==> config.mk <==
export PLATFORM = sky130hd
export DESIGN_NAME = indexed_list_insert_remove
export DESIGN_NICKNAME = d
export VERILOG_FILES = /design/src/ilir_pkg.sv /design/src/ilir_ram.sv /design/src/ilir_dp.sv /design/src/ilir_ctrl.sv /design/src/indexed_list_insert_remove.sv
export SDC_FILE = /design/constraint.sdc
export NUM_CORES = 1
export LEC_CHECK = 0
export ABC_AREA = 1
export BUFFER_PORTS_ARGS = -buffer_cell sky130_fd_sc_hd__buf_2
export CORE_MARGIN = 10
export CORE_UTILIZATION = 38
export CTS_BUF_LIST = sky130_fd_sc_hd__clkbuf_16
export DETAILED_ROUTE_END_ITERATION = 16
export MAX_ROUTING_LAYER = met4
export PLACE_DENSITY = 0.6
export SKIP_CTS_REPAIR_TIMING = 1
export SYNTH_ARGS = -nofsm -noshare
export SYNTH_HDL_FRONTEND = slang
export SYNTH_SLANG_ARGS = --single-unit
==> constraint.sdc <==
create_clock -name clk_i -period 4.49 [get_ports clk_i]
set_input_delay 0.449 -clock clk_i [delete_from_list [all_inputs] [get_ports clk_i]]
set_output_delay 0.449 -clock clk_i [all_outputs]
set_load 0.005 [all_outputs]
==> src/ilir_pkg.sv <==
// Shared types and codes for the indexed list block.
package ilir_pkg;

  // Request action codes; codes 6 and 7 are unused and change nothing
  typedef enum logic [2:0] {
    ACT_INS_AT    = 3'd0,
    ACT_INS_FRONT = 3'd1,
    ACT_INS_END   = 3'd2,
    ACT_READ      = 3'd3,
    ACT_REMOVE    = 3'd4,
    ACT_CLEAR     = 3'd5
  } act_e;

  // Result status codes
  localparam logic [1:0] ST_OK    = 2'd0;
  localparam logic [1:0] ST_RANGE = 2'd1;
  localparam logic [1:0] ST_FULL  = 2'd2;

  // Memory read address select
  typedef enum logic [1:0] {
    RA_TGT   = 2'd0,
    RA_BELOW = 2'd1,
    RA_ABOVE = 2'd2
  } raddr_e;

  // Controller to datapath commands
  typedef struct packed {
    logic   load;          // latch a new request
    logic   ram_re;        // issue a memory read
    raddr_e ra_sel;        // read address: target, index-1 or index+1
    logic   ram_we;        // write the memory
    logic   wa_idx;        // write address: index (1) or target (0)
    logic   wd_mem;        // write data: read data (1) or request value (0)
    logic   idx_load;      // load the shift index
    logic   idx_from_tgt;  // load it from target (1) or count (0)
    logic   idx_dec;
    logic   idx_inc;
    logic   cap_rv;        // capture read data as the result value
    logic   cnt_inc;
    logic   cnt_dec;
    logic   cnt_clr;
  } ilir_cmd_t;

  // Datapath to controller status
  typedef struct packed {
    logic is_ins;
    logic is_clr;
    logic is_read;
    logic is_rem;
    logic refused;   // request was refused at load (range or full)
    logic ins_more;  // entries left to move up
    logic rem_more;  // entries left to move down
  } ilir_stat_t;

endpackage

==> src/ilir_ram.sv <==
// Generic single-port-write, single-port-read RAM with registered read data.
module ilir_ram #(
  parameter int WIDTH = 32,
  parameter int DEPTH = 16
) (
  input  logic                     clk_i,
  input  logic                     we_i,
  input  logic [$clog2(DEPTH)-1:0] waddr_i,
  input  logic [WIDTH-1:0]         wdata_i,
  input  logic                     re_i,
  input  logic [$clog2(DEPTH)-1:0] raddr_i,
  output logic [WIDTH-1:0]         rdata_o
);

  logic [WIDTH-1:0] mem_q [DEPTH];
  logic [WIDTH-1:0] rdata_q;

  // Write port
  always_ff @(posedge clk_i) begin
    if (we_i) begin
      mem_q[waddr_i] <= wdata_i;
    end
  end

  // Registered read port
  always_ff @(posedge clk_i) begin
    if (re_i) begin
      rdata_q <= mem_q[raddr_i];
    end
  end

  assign rdata_o = rdata_q;

endmodule

==> src/ilir_dp.sv <==
// Datapath: request registers, count, shift index, entry memory and result registers.
module ilir_dp #(
  parameter int DEPTH = 16
) (
  input  logic                      clk_i,
  input  logic                      rst_ni,
  input  logic [2:0]                action_i,
  input  logic [4:0]                position_i,
  input  logic signed [31:0]        item_value_i,
  input  ilir_pkg::ilir_cmd_t       cmd_i,
  output ilir_pkg::ilir_stat_t      stat_o,
  output logic signed [31:0]        read_value_o,
  output logic [1:0]                status_o,
  output logic [4:0]                item_count_o,
  output logic                      is_empty_o
);

  localparam int AW = $clog2(DEPTH);
  localparam int CW = $clog2(DEPTH + 1);
  localparam int PW = (CW > 5) ? CW : 5;

  logic [2:0]         act_q;
  logic [CW-1:0]      tgt_q;
  logic [31:0]        val_q;
  logic [CW-1:0]      cnt_q;
  logic [CW-1:0]      idx_q;
  logic [31:0]        rv_q;
  logic [1:0]         st_q;

  logic [PW-1:0]      pos_w;
  logic [PW-1:0]      cnt_w;
  logic               ld_ins;
  logic               ld_range;
  logic               ld_full;
  logic [1:0]         ld_st;
  logic [CW-1:0]      ld_tgt;

  logic [AW-1:0]      ram_raddr;
  logic [AW-1:0]      ram_waddr;
  logic [31:0]        ram_wdata;
  logic [31:0]        ram_rdata;

  // Range and full checks against the count at transfer time
  assign pos_w  = PW'(position_i);
  assign cnt_w  = PW'(cnt_q);
  assign ld_ins = (action_i == ilir_pkg::ACT_INS_AT) ||
                  (action_i == ilir_pkg::ACT_INS_FRONT) ||
                  (action_i == ilir_pkg::ACT_INS_END);

  always_comb begin
    ld_range = 1'b0;
    if (action_i == ilir_pkg::ACT_INS_AT) begin
      ld_range = pos_w > cnt_w;
    end else if ((action_i == ilir_pkg::ACT_READ) || (action_i == ilir_pkg::ACT_REMOVE)) begin
      ld_range = pos_w >= cnt_w;
    end
  end

  assign ld_full = ld_ins && (cnt_q == CW'(DEPTH));
  assign ld_st   = ld_range ? ilir_pkg::ST_RANGE :
                   (ld_full ? ilir_pkg::ST_FULL : ilir_pkg::ST_OK);

  // Effective target index
  always_comb begin
    case (action_i)
      ilir_pkg::ACT_INS_FRONT: ld_tgt = '0;
      ilir_pkg::ACT_INS_END:   ld_tgt = cnt_q;
      default:                 ld_tgt = CW'(position_i);
    endcase
  end

  // Request and result registers
  always_ff @(posedge clk_i) begin
    if (cmd_i.load) begin
      act_q <= action_i;
      tgt_q <= ld_tgt;
      val_q <= item_value_i;
      st_q  <= ld_st;
      rv_q  <= '0;
    end else if (cmd_i.cap_rv) begin
      rv_q  <= ram_rdata;
    end
  end

  // Shift index
  always_ff @(posedge clk_i) begin
    if (cmd_i.idx_load) begin
      idx_q <= cmd_i.idx_from_tgt ? tgt_q : cnt_q;
    end else if (cmd_i.idx_dec) begin
      idx_q <= idx_q - 1'b1;
    end else if (cmd_i.idx_inc) begin
      idx_q <= idx_q + 1'b1;
    end
  end

  // Entry count
  always_ff @(posedge clk_i or negedge rst_ni) begin
    if (!rst_ni) begin
      cnt_q <= '0;
    end else if (cmd_i.cnt_clr) begin
      cnt_q <= '0;
    end else if (cmd_i.cnt_inc) begin
      cnt_q <= cnt_q + 1'b1;
    end else if (cmd_i.cnt_dec) begin
      cnt_q <= cnt_q - 1'b1;
    end
  end

  // Memory addressing
  always_comb begin
    case (cmd_i.ra_sel)
      ilir_pkg::RA_TGT:   ram_raddr = AW'(tgt_q);
      ilir_pkg::RA_BELOW: ram_raddr = AW'(idx_q - 1'b1);
      ilir_pkg::RA_ABOVE: ram_raddr = AW'(idx_q + 1'b1);
      default:            ram_raddr = AW'(tgt_q);
    endcase
  end

  assign ram_waddr = cmd_i.wa_idx ? AW'(idx_q) : AW'(tgt_q);
  assign ram_wdata = cmd_i.wd_mem ? ram_rdata : val_q;

  ilir_ram #(
    .WIDTH (32),
    .DEPTH (DEPTH)
  ) u_ram (
    .clk_i   (clk_i),
    .we_i    (cmd_i.ram_we),
    .waddr_i (ram_waddr),
    .wdata_i (ram_wdata),
    .re_i    (cmd_i.ram_re),
    .raddr_i (ram_raddr),
    .rdata_o (ram_rdata)
  );

  // Status toward the controller
  assign stat_o.is_ins   = (act_q == ilir_pkg::ACT_INS_AT) ||
                           (act_q == ilir_pkg::ACT_INS_FRONT) ||
                           (act_q == ilir_pkg::ACT_INS_END);
  assign stat_o.is_clr   = act_q == ilir_pkg::ACT_CLEAR;
  assign stat_o.is_read  = act_q == ilir_pkg::ACT_READ;
  assign stat_o.is_rem   = act_q == ilir_pkg::ACT_REMOVE;
  assign stat_o.refused  = st_q != ilir_pkg::ST_OK;
  assign stat_o.ins_more = idx_q > tgt_q;
  assign stat_o.rem_more = ({1'b0, idx_q} + 1'b1) < {1'b0, cnt_q};

  // Result fields
  assign read_value_o = rv_q;
  assign status_o     = st_q;
  assign item_count_o = 5'(cnt_q);
  assign is_empty_o   = cnt_q == '0;

`ifndef NO_ASSERTIONS
  // Count never passes capacity
  assert property (@(posedge clk_i) disable iff (!rst_ni) cnt_q <= CW'(DEPTH))
    else $error("entry count above capacity");

  // Count moves by one, or drops to zero on clear
  assert property (@(posedge clk_i) disable iff (!rst_ni)
    (cnt_q != $past(cnt_q)) |->
      (cnt_q == '0 || cnt_q == $past(cnt_q) + 1'b1 || cnt_q == $past(cnt_q) - 1'b1))
    else $error("entry count jumped");
`endif

endmodule

==> src/ilir_ctrl.sv <==
// Controller: sequences checks, entry shifts and result strobe for each request.
module ilir_ctrl (
  input  logic                  clk_i,
  input  logic                  rst_ni,
  input  logic                  start_i,
  input  ilir_pkg::ilir_stat_t  stat_i,
  output ilir_pkg::ilir_cmd_t   cmd_o,
  output logic                  busy_o,
  output logic                  done_o
);

  typedef enum logic [2:0] {
    S_IDLE,
    S_EVAL,
    S_INS_CHK,
    S_INS_WR,
    S_CAP,
    S_REM_CHK,
    S_REM_WR
  } state_e;

  state_e state_q, state_d;
  logic   busy_q, busy_d;
  logic   done_q, done_d;
  logic   finish;

  // Next state and commands
  always_comb begin
    state_d = state_q;
    finish  = 1'b0;
    cmd_o   = '0;
    cmd_o.ra_sel = ilir_pkg::RA_TGT;
    case (state_q)
      S_IDLE: begin
        if (start_i) begin
          cmd_o.load = 1'b1;
          state_d    = S_EVAL;
        end
      end
      S_EVAL: begin
        if (stat_i.refused) begin
          finish = 1'b1;
        end else if (stat_i.is_clr) begin
          cmd_o.cnt_clr = 1'b1;
          finish        = 1'b1;
        end else if (stat_i.is_ins) begin
          cmd_o.idx_load = 1'b1;
          state_d        = S_INS_CHK;
        end else if (stat_i.is_read || stat_i.is_rem) begin
          cmd_o.ram_re = 1'b1;
          state_d      = S_CAP;
        end else begin
          finish = 1'b1;
        end
      end
      // Move entries up from the end toward the target, then drop the value in
      S_INS_CHK: begin
        if (stat_i.ins_more) begin
          cmd_o.ram_re = 1'b1;
          cmd_o.ra_sel = ilir_pkg::RA_BELOW;
          state_d      = S_INS_WR;
        end else begin
          cmd_o.ram_we  = 1'b1;
          cmd_o.cnt_inc = 1'b1;
          finish        = 1'b1;
        end
      end
      S_INS_WR: begin
        cmd_o.ram_we  = 1'b1;
        cmd_o.wa_idx  = 1'b1;
        cmd_o.wd_mem  = 1'b1;
        cmd_o.idx_dec = 1'b1;
        state_d       = S_INS_CHK;
      end
      S_CAP: begin
        cmd_o.cap_rv = 1'b1;
        if (stat_i.is_rem) begin
          cmd_o.idx_load     = 1'b1;
          cmd_o.idx_from_tgt = 1'b1;
          state_d            = S_REM_CHK;
        end else begin
          finish = 1'b1;
        end
      end
      // Move entries above the target down one place
      S_REM_CHK: begin
        if (stat_i.rem_more) begin
          cmd_o.ram_re = 1'b1;
          cmd_o.ra_sel = ilir_pkg::RA_ABOVE;
          state_d      = S_REM_WR;
        end else begin
          cmd_o.cnt_dec = 1'b1;
          finish        = 1'b1;
        end
      end
      S_REM_WR: begin
        cmd_o.ram_we  = 1'b1;
        cmd_o.wa_idx  = 1'b1;
        cmd_o.wd_mem  = 1'b1;
        cmd_o.idx_inc = 1'b1;
        state_d       = S_REM_CHK;
      end
      default: begin
        state_d = S_IDLE;
      end
    endcase
    if (finish) begin
      state_d = S_IDLE;
    end
  end

  assign busy_d = finish ? 1'b0 : (((state_q == S_IDLE) && start_i) ? 1'b1 : busy_q);
  assign done_d = finish;

  // State and registered outputs
  always_ff @(posedge clk_i or negedge rst_ni) begin
    if (!rst_ni) begin
      state_q <= S_IDLE;
      busy_q  <= 1'b0;
      done_q  <= 1'b0;
    end else begin
      state_q <= state_d;
      busy_q  <= busy_d;
      done_q  <= done_d;
    end
  end

  assign busy_o = busy_q;
  assign done_o = done_q;

`ifndef NO_ASSERTIONS
  // Memory is never read and written in the same cycle
  assert property (@(posedge clk_i) disable iff (!rst_ni) !(cmd_o.ram_we && cmd_o.ram_re))
    else $error("memory read and write collide");

  // A result strobe never overlaps a request in progress
  assert property (@(posedge clk_i) disable iff (!rst_ni) done_o |-> !busy_o)
    else $error("result strobe while busy");

  // An accepted request makes the block busy
  assert property (@(posedge clk_i) disable iff (!rst_ni) (start_i && !busy_o) |=> busy_o)
    else $error("request transfer did not set busy");
`endif

endmodule

==> src/indexed_list_insert_remove.sv <==
// Top level of the indexed list: ordered list of signed 32-bit entries with insert and remove.
//
// Request channel: a transfer takes place at a rising edge with start_i high and
// busy_o low; action_i, position_i and item_value_i are sampled there. busy_o
// stays high until the request has finished.
// Result channel: done_o pulses for one cycle with read_value_o, status_o,
// item_count_o and is_empty_o valid in that cycle. There is no back-pressure:
// the receiver must take the result in that cycle.
// Steps per request: clear, refused requests and unused codes finish in the
// evaluation state; a read reads the entry memory and captures the value; an
// insert moves the entries from the end down to the target up one place, then
// writes the new value; a remove reads and captures the entry, then moves the
// entries above it down one place. Each moved entry costs one memory read and
// one memory write. busy_o is low in the strobe cycle, so the next request may
// be transferred there; one request is in flight at a time.
// Reset clears the count (empty list) and the controller; entry contents are
// not cleared and only entries below the count are ever read.
module indexed_list_insert_remove #(
  parameter int DEPTH = 16
) (
  input  logic               clk_i,
  input  logic               rst_ni,
  input  logic               start_i,
  output logic               busy_o,
  input  logic [2:0]         action_i,
  input  logic [4:0]         position_i,
  input  logic signed [31:0] item_value_i,
  output logic               done_o,
  output logic signed [31:0] read_value_o,
  output logic [1:0]         status_o,
  output logic [4:0]         item_count_o,
  output logic               is_empty_o
);

  ilir_pkg::ilir_cmd_t  cmd;
  ilir_pkg::ilir_stat_t stat;

  ilir_ctrl u_ctrl (
    .clk_i   (clk_i),
    .rst_ni  (rst_ni),
    .start_i (start_i),
    .stat_i  (stat),
    .cmd_o   (cmd),
    .busy_o  (busy_o),
    .done_o  (done_o)
  );

  ilir_dp #(
    .DEPTH (DEPTH)
  ) u_dp (
    .clk_i        (clk_i),
    .rst_ni       (rst_ni),
    .action_i     (action_i),
    .position_i   (position_i),
    .item_value_i (item_value_i),
    .cmd_i        (cmd),
    .stat_o       (stat),
    .read_value_o (read_value_o),
    .status_o     (status_o),
    .item_count_o (item_count_o),
    .is_empty_o   (is_empty_o)
  );

endmodule

---- Word level (Yosys, flattened, before mapping) ----
Memory sizes are Yosys's and may differ from the RTL's. A register that Yosys moved wholly into a read port is not among the register bits.
Cells that the tools add are included.
Widths: inputs -> output; s select.
word-level totals
  word-level logic and storage cells ...... 125
  memory bits (read-only) ................. 0
  bits in writable memories ............... 512
  output and inout port bits .............. 42
  bits in latches ......................... 0
  flip-flop bits (word level) ............. 89
  memories ................................ 1
  input bits .............................. 43
operators by class
  add/subtract/negate cells ............... 5
  bitwise operators ....................... 0
  multipliers ............................. 0
  shift-type cells ........................ 0
  equal/unequal tests ..................... 25
  reductions and logical operators ........ 18
  multiplexer cells ....................... 62
  div/mod/pow operators ................... 0
  order comparisons ....................... 4
memories
  memory            words  width  rd ports  clocked after memory_dff  wr ports  RTL line        RTL
  u_dp.u_ram.mem_q  16     32     1         1                         1         ilir_ram.sv:15  logic [WIDTH-1:0] mem_q [DEPTH];
operator list
  cell                 count
  $mux 5               7
  $mux 3               11
  $mux 32              1
  $mux 1               31
  $pmux 3 s7           1
  $eq 3x2->1 const B   6
  $eq 3x3->1 const B   6
  $ne 3x2->1 const B   5
  $add 5x1->5 const B  2
  $gt 5x5->1           2
  $pmux 5 s2           1
  $sub 5x1->5 const B  2
  $eq 3x1->1 const B   3
  $logic_not 3->1      3
  $pmux 4 s2           1
  $reduce_and 7->1     1
  $add 5x1->6 const B  1
  $logic_or 1x1->1     6
  $lt 6x5->1           1
  $mux 2               3
  $reduce_bool 3->1    2
  $eq 5x5->1 const B   1
  $ge 5x5->1           1
  $logic_not 5->1      1
  other kinds (12)     15

---- Logic depth before layout (Yosys ltp) ----
  word-level depth ........................ 9
  mapped depth ............................ 23
  gate-level depth less buffers ........... 20

---- Modules after synthesis ----
Synthesis repeated with hierarchy kept, for this count alone.
second synthesis, totals
  cells, all modules ...................... 2618
  area total of the unflattened synthesis .. 27672.8 µm²
modules (own cells, without submodules)
  module     cells an instance  sequential area each (µm²)  times used  area an instance (µm²)
  ilir_ram   2120               16335.7                     1           23050.9
  ilir_dp    439                2177.1                      1           4240.3
  ilir_ctrl  59                 125.1                       1           381.6

---- Worst setup path after synthesis ----
Ideal clock, no wire load.
  kind .................................... flip-flop to flip-flop
  from .................................... register u_dp.idx_q[0]
  to ...................................... register u_dp.u_ram.rdata_q[23], in the netlist u_dp.u_ram.rdata_o[23], read port of u_dp.u_ram.mem_q, data pin
  slack ................................... 1273 ps
  path buffers ............................ 2
  data required time ...................... 4237 ps
  arrival time ............................ 2964 ps
  cell stages (with the launch flop) ...... 19
  library setup time ...................... 253 ps
  period minus slack after synthesis ...... 3217 ps
  path through ............................ edfxtp_1 > ha_1 > nand2_1 > inv_1 > nand2_1 > xor2_1 > inv_1 > ha_1 > nand3_1 > nand4_1 > ha_1 > nand2_1 > clkbuf_1 > clkbuf_1 > nand3b_1 > nand3_1 > nand3_1 > nand3_1 > nand2_1
on the way
  cells in the longest elaborated chain, start to end .. 6
  elaborated cells on any way between the ends .. 12
  classes of those cells .................. 3 x add/sub; 2 x order compare; 2 x eq/ne; 5 x mux
RTL lines
  item                                             RTL line         RTL
  from (decl)                                      ilir_dp.sv:26    logic [CW-1:0] idx_q;
  from (signal assigned)                           ilir_dp.sv:88    idx_q <= cmd_i.idx_from_tgt ? tgt_q : cnt_q;
  from (signal assigned)                           ilir_dp.sv:90    idx_q <= idx_q - 1'b1;
  from (signal assigned)                           ilir_dp.sv:92    idx_q <= idx_q + 1'b1;
  $add 5x1->6                                      ilir_dp.sv:144   assign stat_o.rem_more = ({1'b0, idx_q} + 1'b1) < {1'b0, cnt_q};
  $lt 6x5->1                                       ilir_dp.sv:144
  $mux 3                                           ilir_ctrl.sv:87  if (stat_i.rem_more) begin
  $pmux 2 s2                                       ilir_ctrl.sv:33  case (state_q)
  $eq 2x2->1 / $eq 2x1->1 (equally long branches)  ilir_dp.sv:111   case (cmd_i.ra_sel)
  $pmux 4 s2                                       ilir_dp.sv:111
  to (decl)                                        ilir_ram.sv:16   logic [WIDTH-1:0] rdata_q;
Parallel ways exist; a longest one is shown, timed or not.
A chain may end at the register's enable or synchronous reset.

---- Final worst setup path ----
  from .................................... register u_dp.idx_q[0]
  to ...................................... register u_dp.u_ram.rdata_q[13], in the netlist u_dp.u_ram.rdata_o[13], read port of u_dp.u_ram.mem_q, data pin
Same word-level chain as after synthesis.

==> summary.txt <==
Total power - 19.0 mW
CP Launch Type - flop
Crit Reg-Reg Endpoint - u_dp.u_ram.rdata_o[13]
Top sig layer - met4
Sink Count - 633
Site row count - 98
Final WL - 73900 um
Final WS setup - 0.423 ns
Placed Area - 0.0291 mm2
Setup crit end kind - flop
Top FF cell, synth - edfxtp_1
Syn. warnings - 0
First-pass GRT wire length - 112000 um
TritonRoute pass-1 iters - 6
M1 WL - 31100 um
WS Path Type - reg -> reg
Sequential area share after synthesis - 67.9%
Avg Cell Area, Syn - 10.8 um2
Initial core utilization - 38.3%
Max VDD drop - 425 uV
Post-DP HPWL - 39800 um
Critical Path RT - 4.96 ns
DRC errors left - 0
Total global routing overflow - 0
Leak - 12.4 nW
Pin count of the biggest net entering global routing - 159
Status - finished, final reports clean
Biggest area consumer among synthesized cells - edfxtp_1
Final hold vios - 0
Setup slack, reg-to-reg - 0.42 ns
Synthesized area - 0.0275 mm2
MaxCap Viol Count - 0
Largest cells by area after synthesis - edfxtp_1 (65%), nand2_1 (9.6%), nand3_1 (8.9%)
Asr flop ratio synth - 1.58%
Wire per inst - 20.6 um
Routability Congestion - 0.852
Nets - 2649
RSZ-0062 raised after global routing - no
Final period util - 90.6%
Reg area - 0.0186 mm2
Post-layout min period - 4.07 ns
EDFF count, synth - 591
Register bit total from synthesis - 633
Area Overhead vs Synth - 13.8%
Layout cells sized above 1 - 10.2%
Multi-input combinational cell area - 0.00740 mm2
Die X - 289 um
Detailed Route Iter0 Violations - 1720
Final setup fails - 0
Vias in the first global route - 18494
Synthesized Nets - 2596
Io pins - 85
Yosys top cell area share - 64.6%
Hold Path Sink - u_dp.val_q[18]
Setup TNS - 0 ns
CTS Buf Count - 68
Clock-pin slew on the worst setup and hold paths - 0.06 ns
Yosys cell types - 37
Core area - 0.0716 mm2
Post-Synthesis Cells - 2531
Core Util, Final - 43.7%
Post-layout instance count excluding filler cells - 3586
Number of vias per cell - 5.28
Fin area - 0.0313 mm2
Top cells by count, synth - nand2_1 (705), edfxtp_1 (591), nand3_1 (491)
Post-placement cell count - 3460
Setup WS pre-CTS - 0.475 ns
Clock Latency Late Sink - 0.61 ns
Die height - 289 um
Final hold slack - 0.0127 ns
Fillers - 6730
Post-DRT Antenna Nets - 0
Port-buffer cells - 84
Crit path max fanout - 128
Clock Skew - 0.0129 ns
Crit path arrival time - 4.53 ns
CTS Root Cell - clkbuf_16
Fin. max-slew vios - 0
Hold depth - 1
H-tree lvl count - 3
Most frequent cell after synthesis - nand2_1
Worst reg2reg startpoint - u_dp.idx_q[0]
R2R cell count - 18
Vias - 18928
Fmax - 0.246 GHz
Metal2 WL - 35400 um
Worst slew pin tran - 0.971 ns
TritonCTS clock tree - yes
Pwr Density - 609 mW/mm2
Routed wl met3 - 5530 um
Clock Path Buffers - 3
Initial antenna violation count - 2
Total track usage - 18.0%
Hold WC Path Type - in -> reg
Die area - 0.0834 mm2
Slew margin rel. - 34.6%
Hold Path Origin - item_value_i[18]
-- worst max-delay path, stage by stage (launching register included) --
cell and delay [ns]:
edfxtp_1 0.50, ha_1 0.27, nand2_1 0.07, inv_1 0.05, nor2_1 0.25, ha_1 0.30, nand2_1 0.06, inv_1 0.05
nand3_1 0.10, nand4_1 0.19, ha_1 0.43, inv_1 0.23, nand3_1 0.16, o21ai_4 0.12, buf_12 0.54, nand3_1 0.16
nand3_1 0.12, nand3_1 0.09, nand2_1 0.12
-- layout by cell type (no fill, tap or decap), types with 2 or more instances in the layout --
master         count
a21oi_1           13
buf_12            29
buf_2             84
buf_4             16
bufinv_16          3
clkbuf_16         71
clkinv_1          13
clkinv_2           9
clkinv_8           2
dfrtp_1           10
dfxtp_1           32
dlygate4sd3_1      4
edfxtp_1         591
ha_1              21
inv_1            195
inv_2             26
inv_6              2
nand2_1          702
nand2_2            3
nand2_4            2
nand3_1          489
nand3_2            3
nand3b_1         128
nand4_1            4
nor2_1            92
nor2_2             5
nor2_4             2
nor3_1             5
nor4_1             3
o21a_1             2
o21ai_0           45
o21ai_2            3
o21ai_4            5
o22ai_1            5
or2_2              2
xnor2_1            2
xor2_1             4
-- layer usage --
layer / GRT usage (%) / vias up
li1: - / 8792
met1: 23.0 / 9263
met2: 28.8 / 728
met3: 3.07 / 145
met4: 6.11 / 0
met5: - / -
-- state kept, by name, summed over array words and instances, names as in the netlist --
signal              flops
u_dp.item_count_o       5
u_ctrl.done_o           1
u_dp.idx_q              5
u_dp.tgt_q              5
u_dp.val_q             32
u_dp.act_q              3
u_dp.status_o           2
u_ctrl.state_q          3
u_dp.read_value_o      32
u_ctrl.busy_o           1
u_dp.u_ram.rdata_o     32
u_dp.u_ram.mem_q      512
-- power by group --
| part | leakage, nW | internal [mW] | switching (mW) |
|---|---|---|---|
| clock | 1.10 | 3.03 | 2.28 |
| sequential | 5.74 | 7.62 | 0.280 |
| combinational | 5.53 | 1.70 | 4.13 |
-- final cells by class --
cell class                      count  area share [%]
Antenna cell                        1         0.00801
Clock buffer                       71            5.68
Clock inverter                     50            1.03
Inverter                          203            2.45
Multi-Input combinational cell   1545            23.7
Sequential cell                   633            59.6
Tap cell                          950            3.80
Timing Repair Buffer              133            3.71
-- how the worst max path moves through the flow --
stage             startpoint                     end  slack (ns)  cells after the start
3_3_place_gp   u_dp.idx_q[0]  u_dp.u_ram.rdata_o[29]        0.55                     19
6_report       u_dp.idx_q[0]  u_dp.u_ram.rdata_o[13]        0.42                     18
4_1_cts        u_dp.idx_q[0]  u_dp.u_ram.rdata_o[28]        0.44                     19
5_1_grt        u_dp.idx_q[0]  u_dp.u_ram.rdata_o[28]        0.15                     19
2_1_floorplan  u_dp.idx_q[0]  u_dp.u_ram.rdata_o[23]        1.27                     18
3_5_place_dp   u_dp.idx_q[0]  u_dp.u_ram.rdata_o[28]        0.47                     19
-- logic make-up after synthesis --
| logic type | after synthesis | share of synthesized area, % |
|---|---|---|
| AND/OR/NAND/NOR | 1441 | 23.9 |
| adder cells (fa/ha/maj) | 22 | 1.03 |
| flip-flops | 633 | 67.9 |
| AO/OA/AOI/OAI | 76 | 1.60 |
| XOR/XNOR | 6 | 0.191 |
| buffers and inverters | 353 | 5.35 |
No activity file was read; power rests on OpenSTA's default activity.
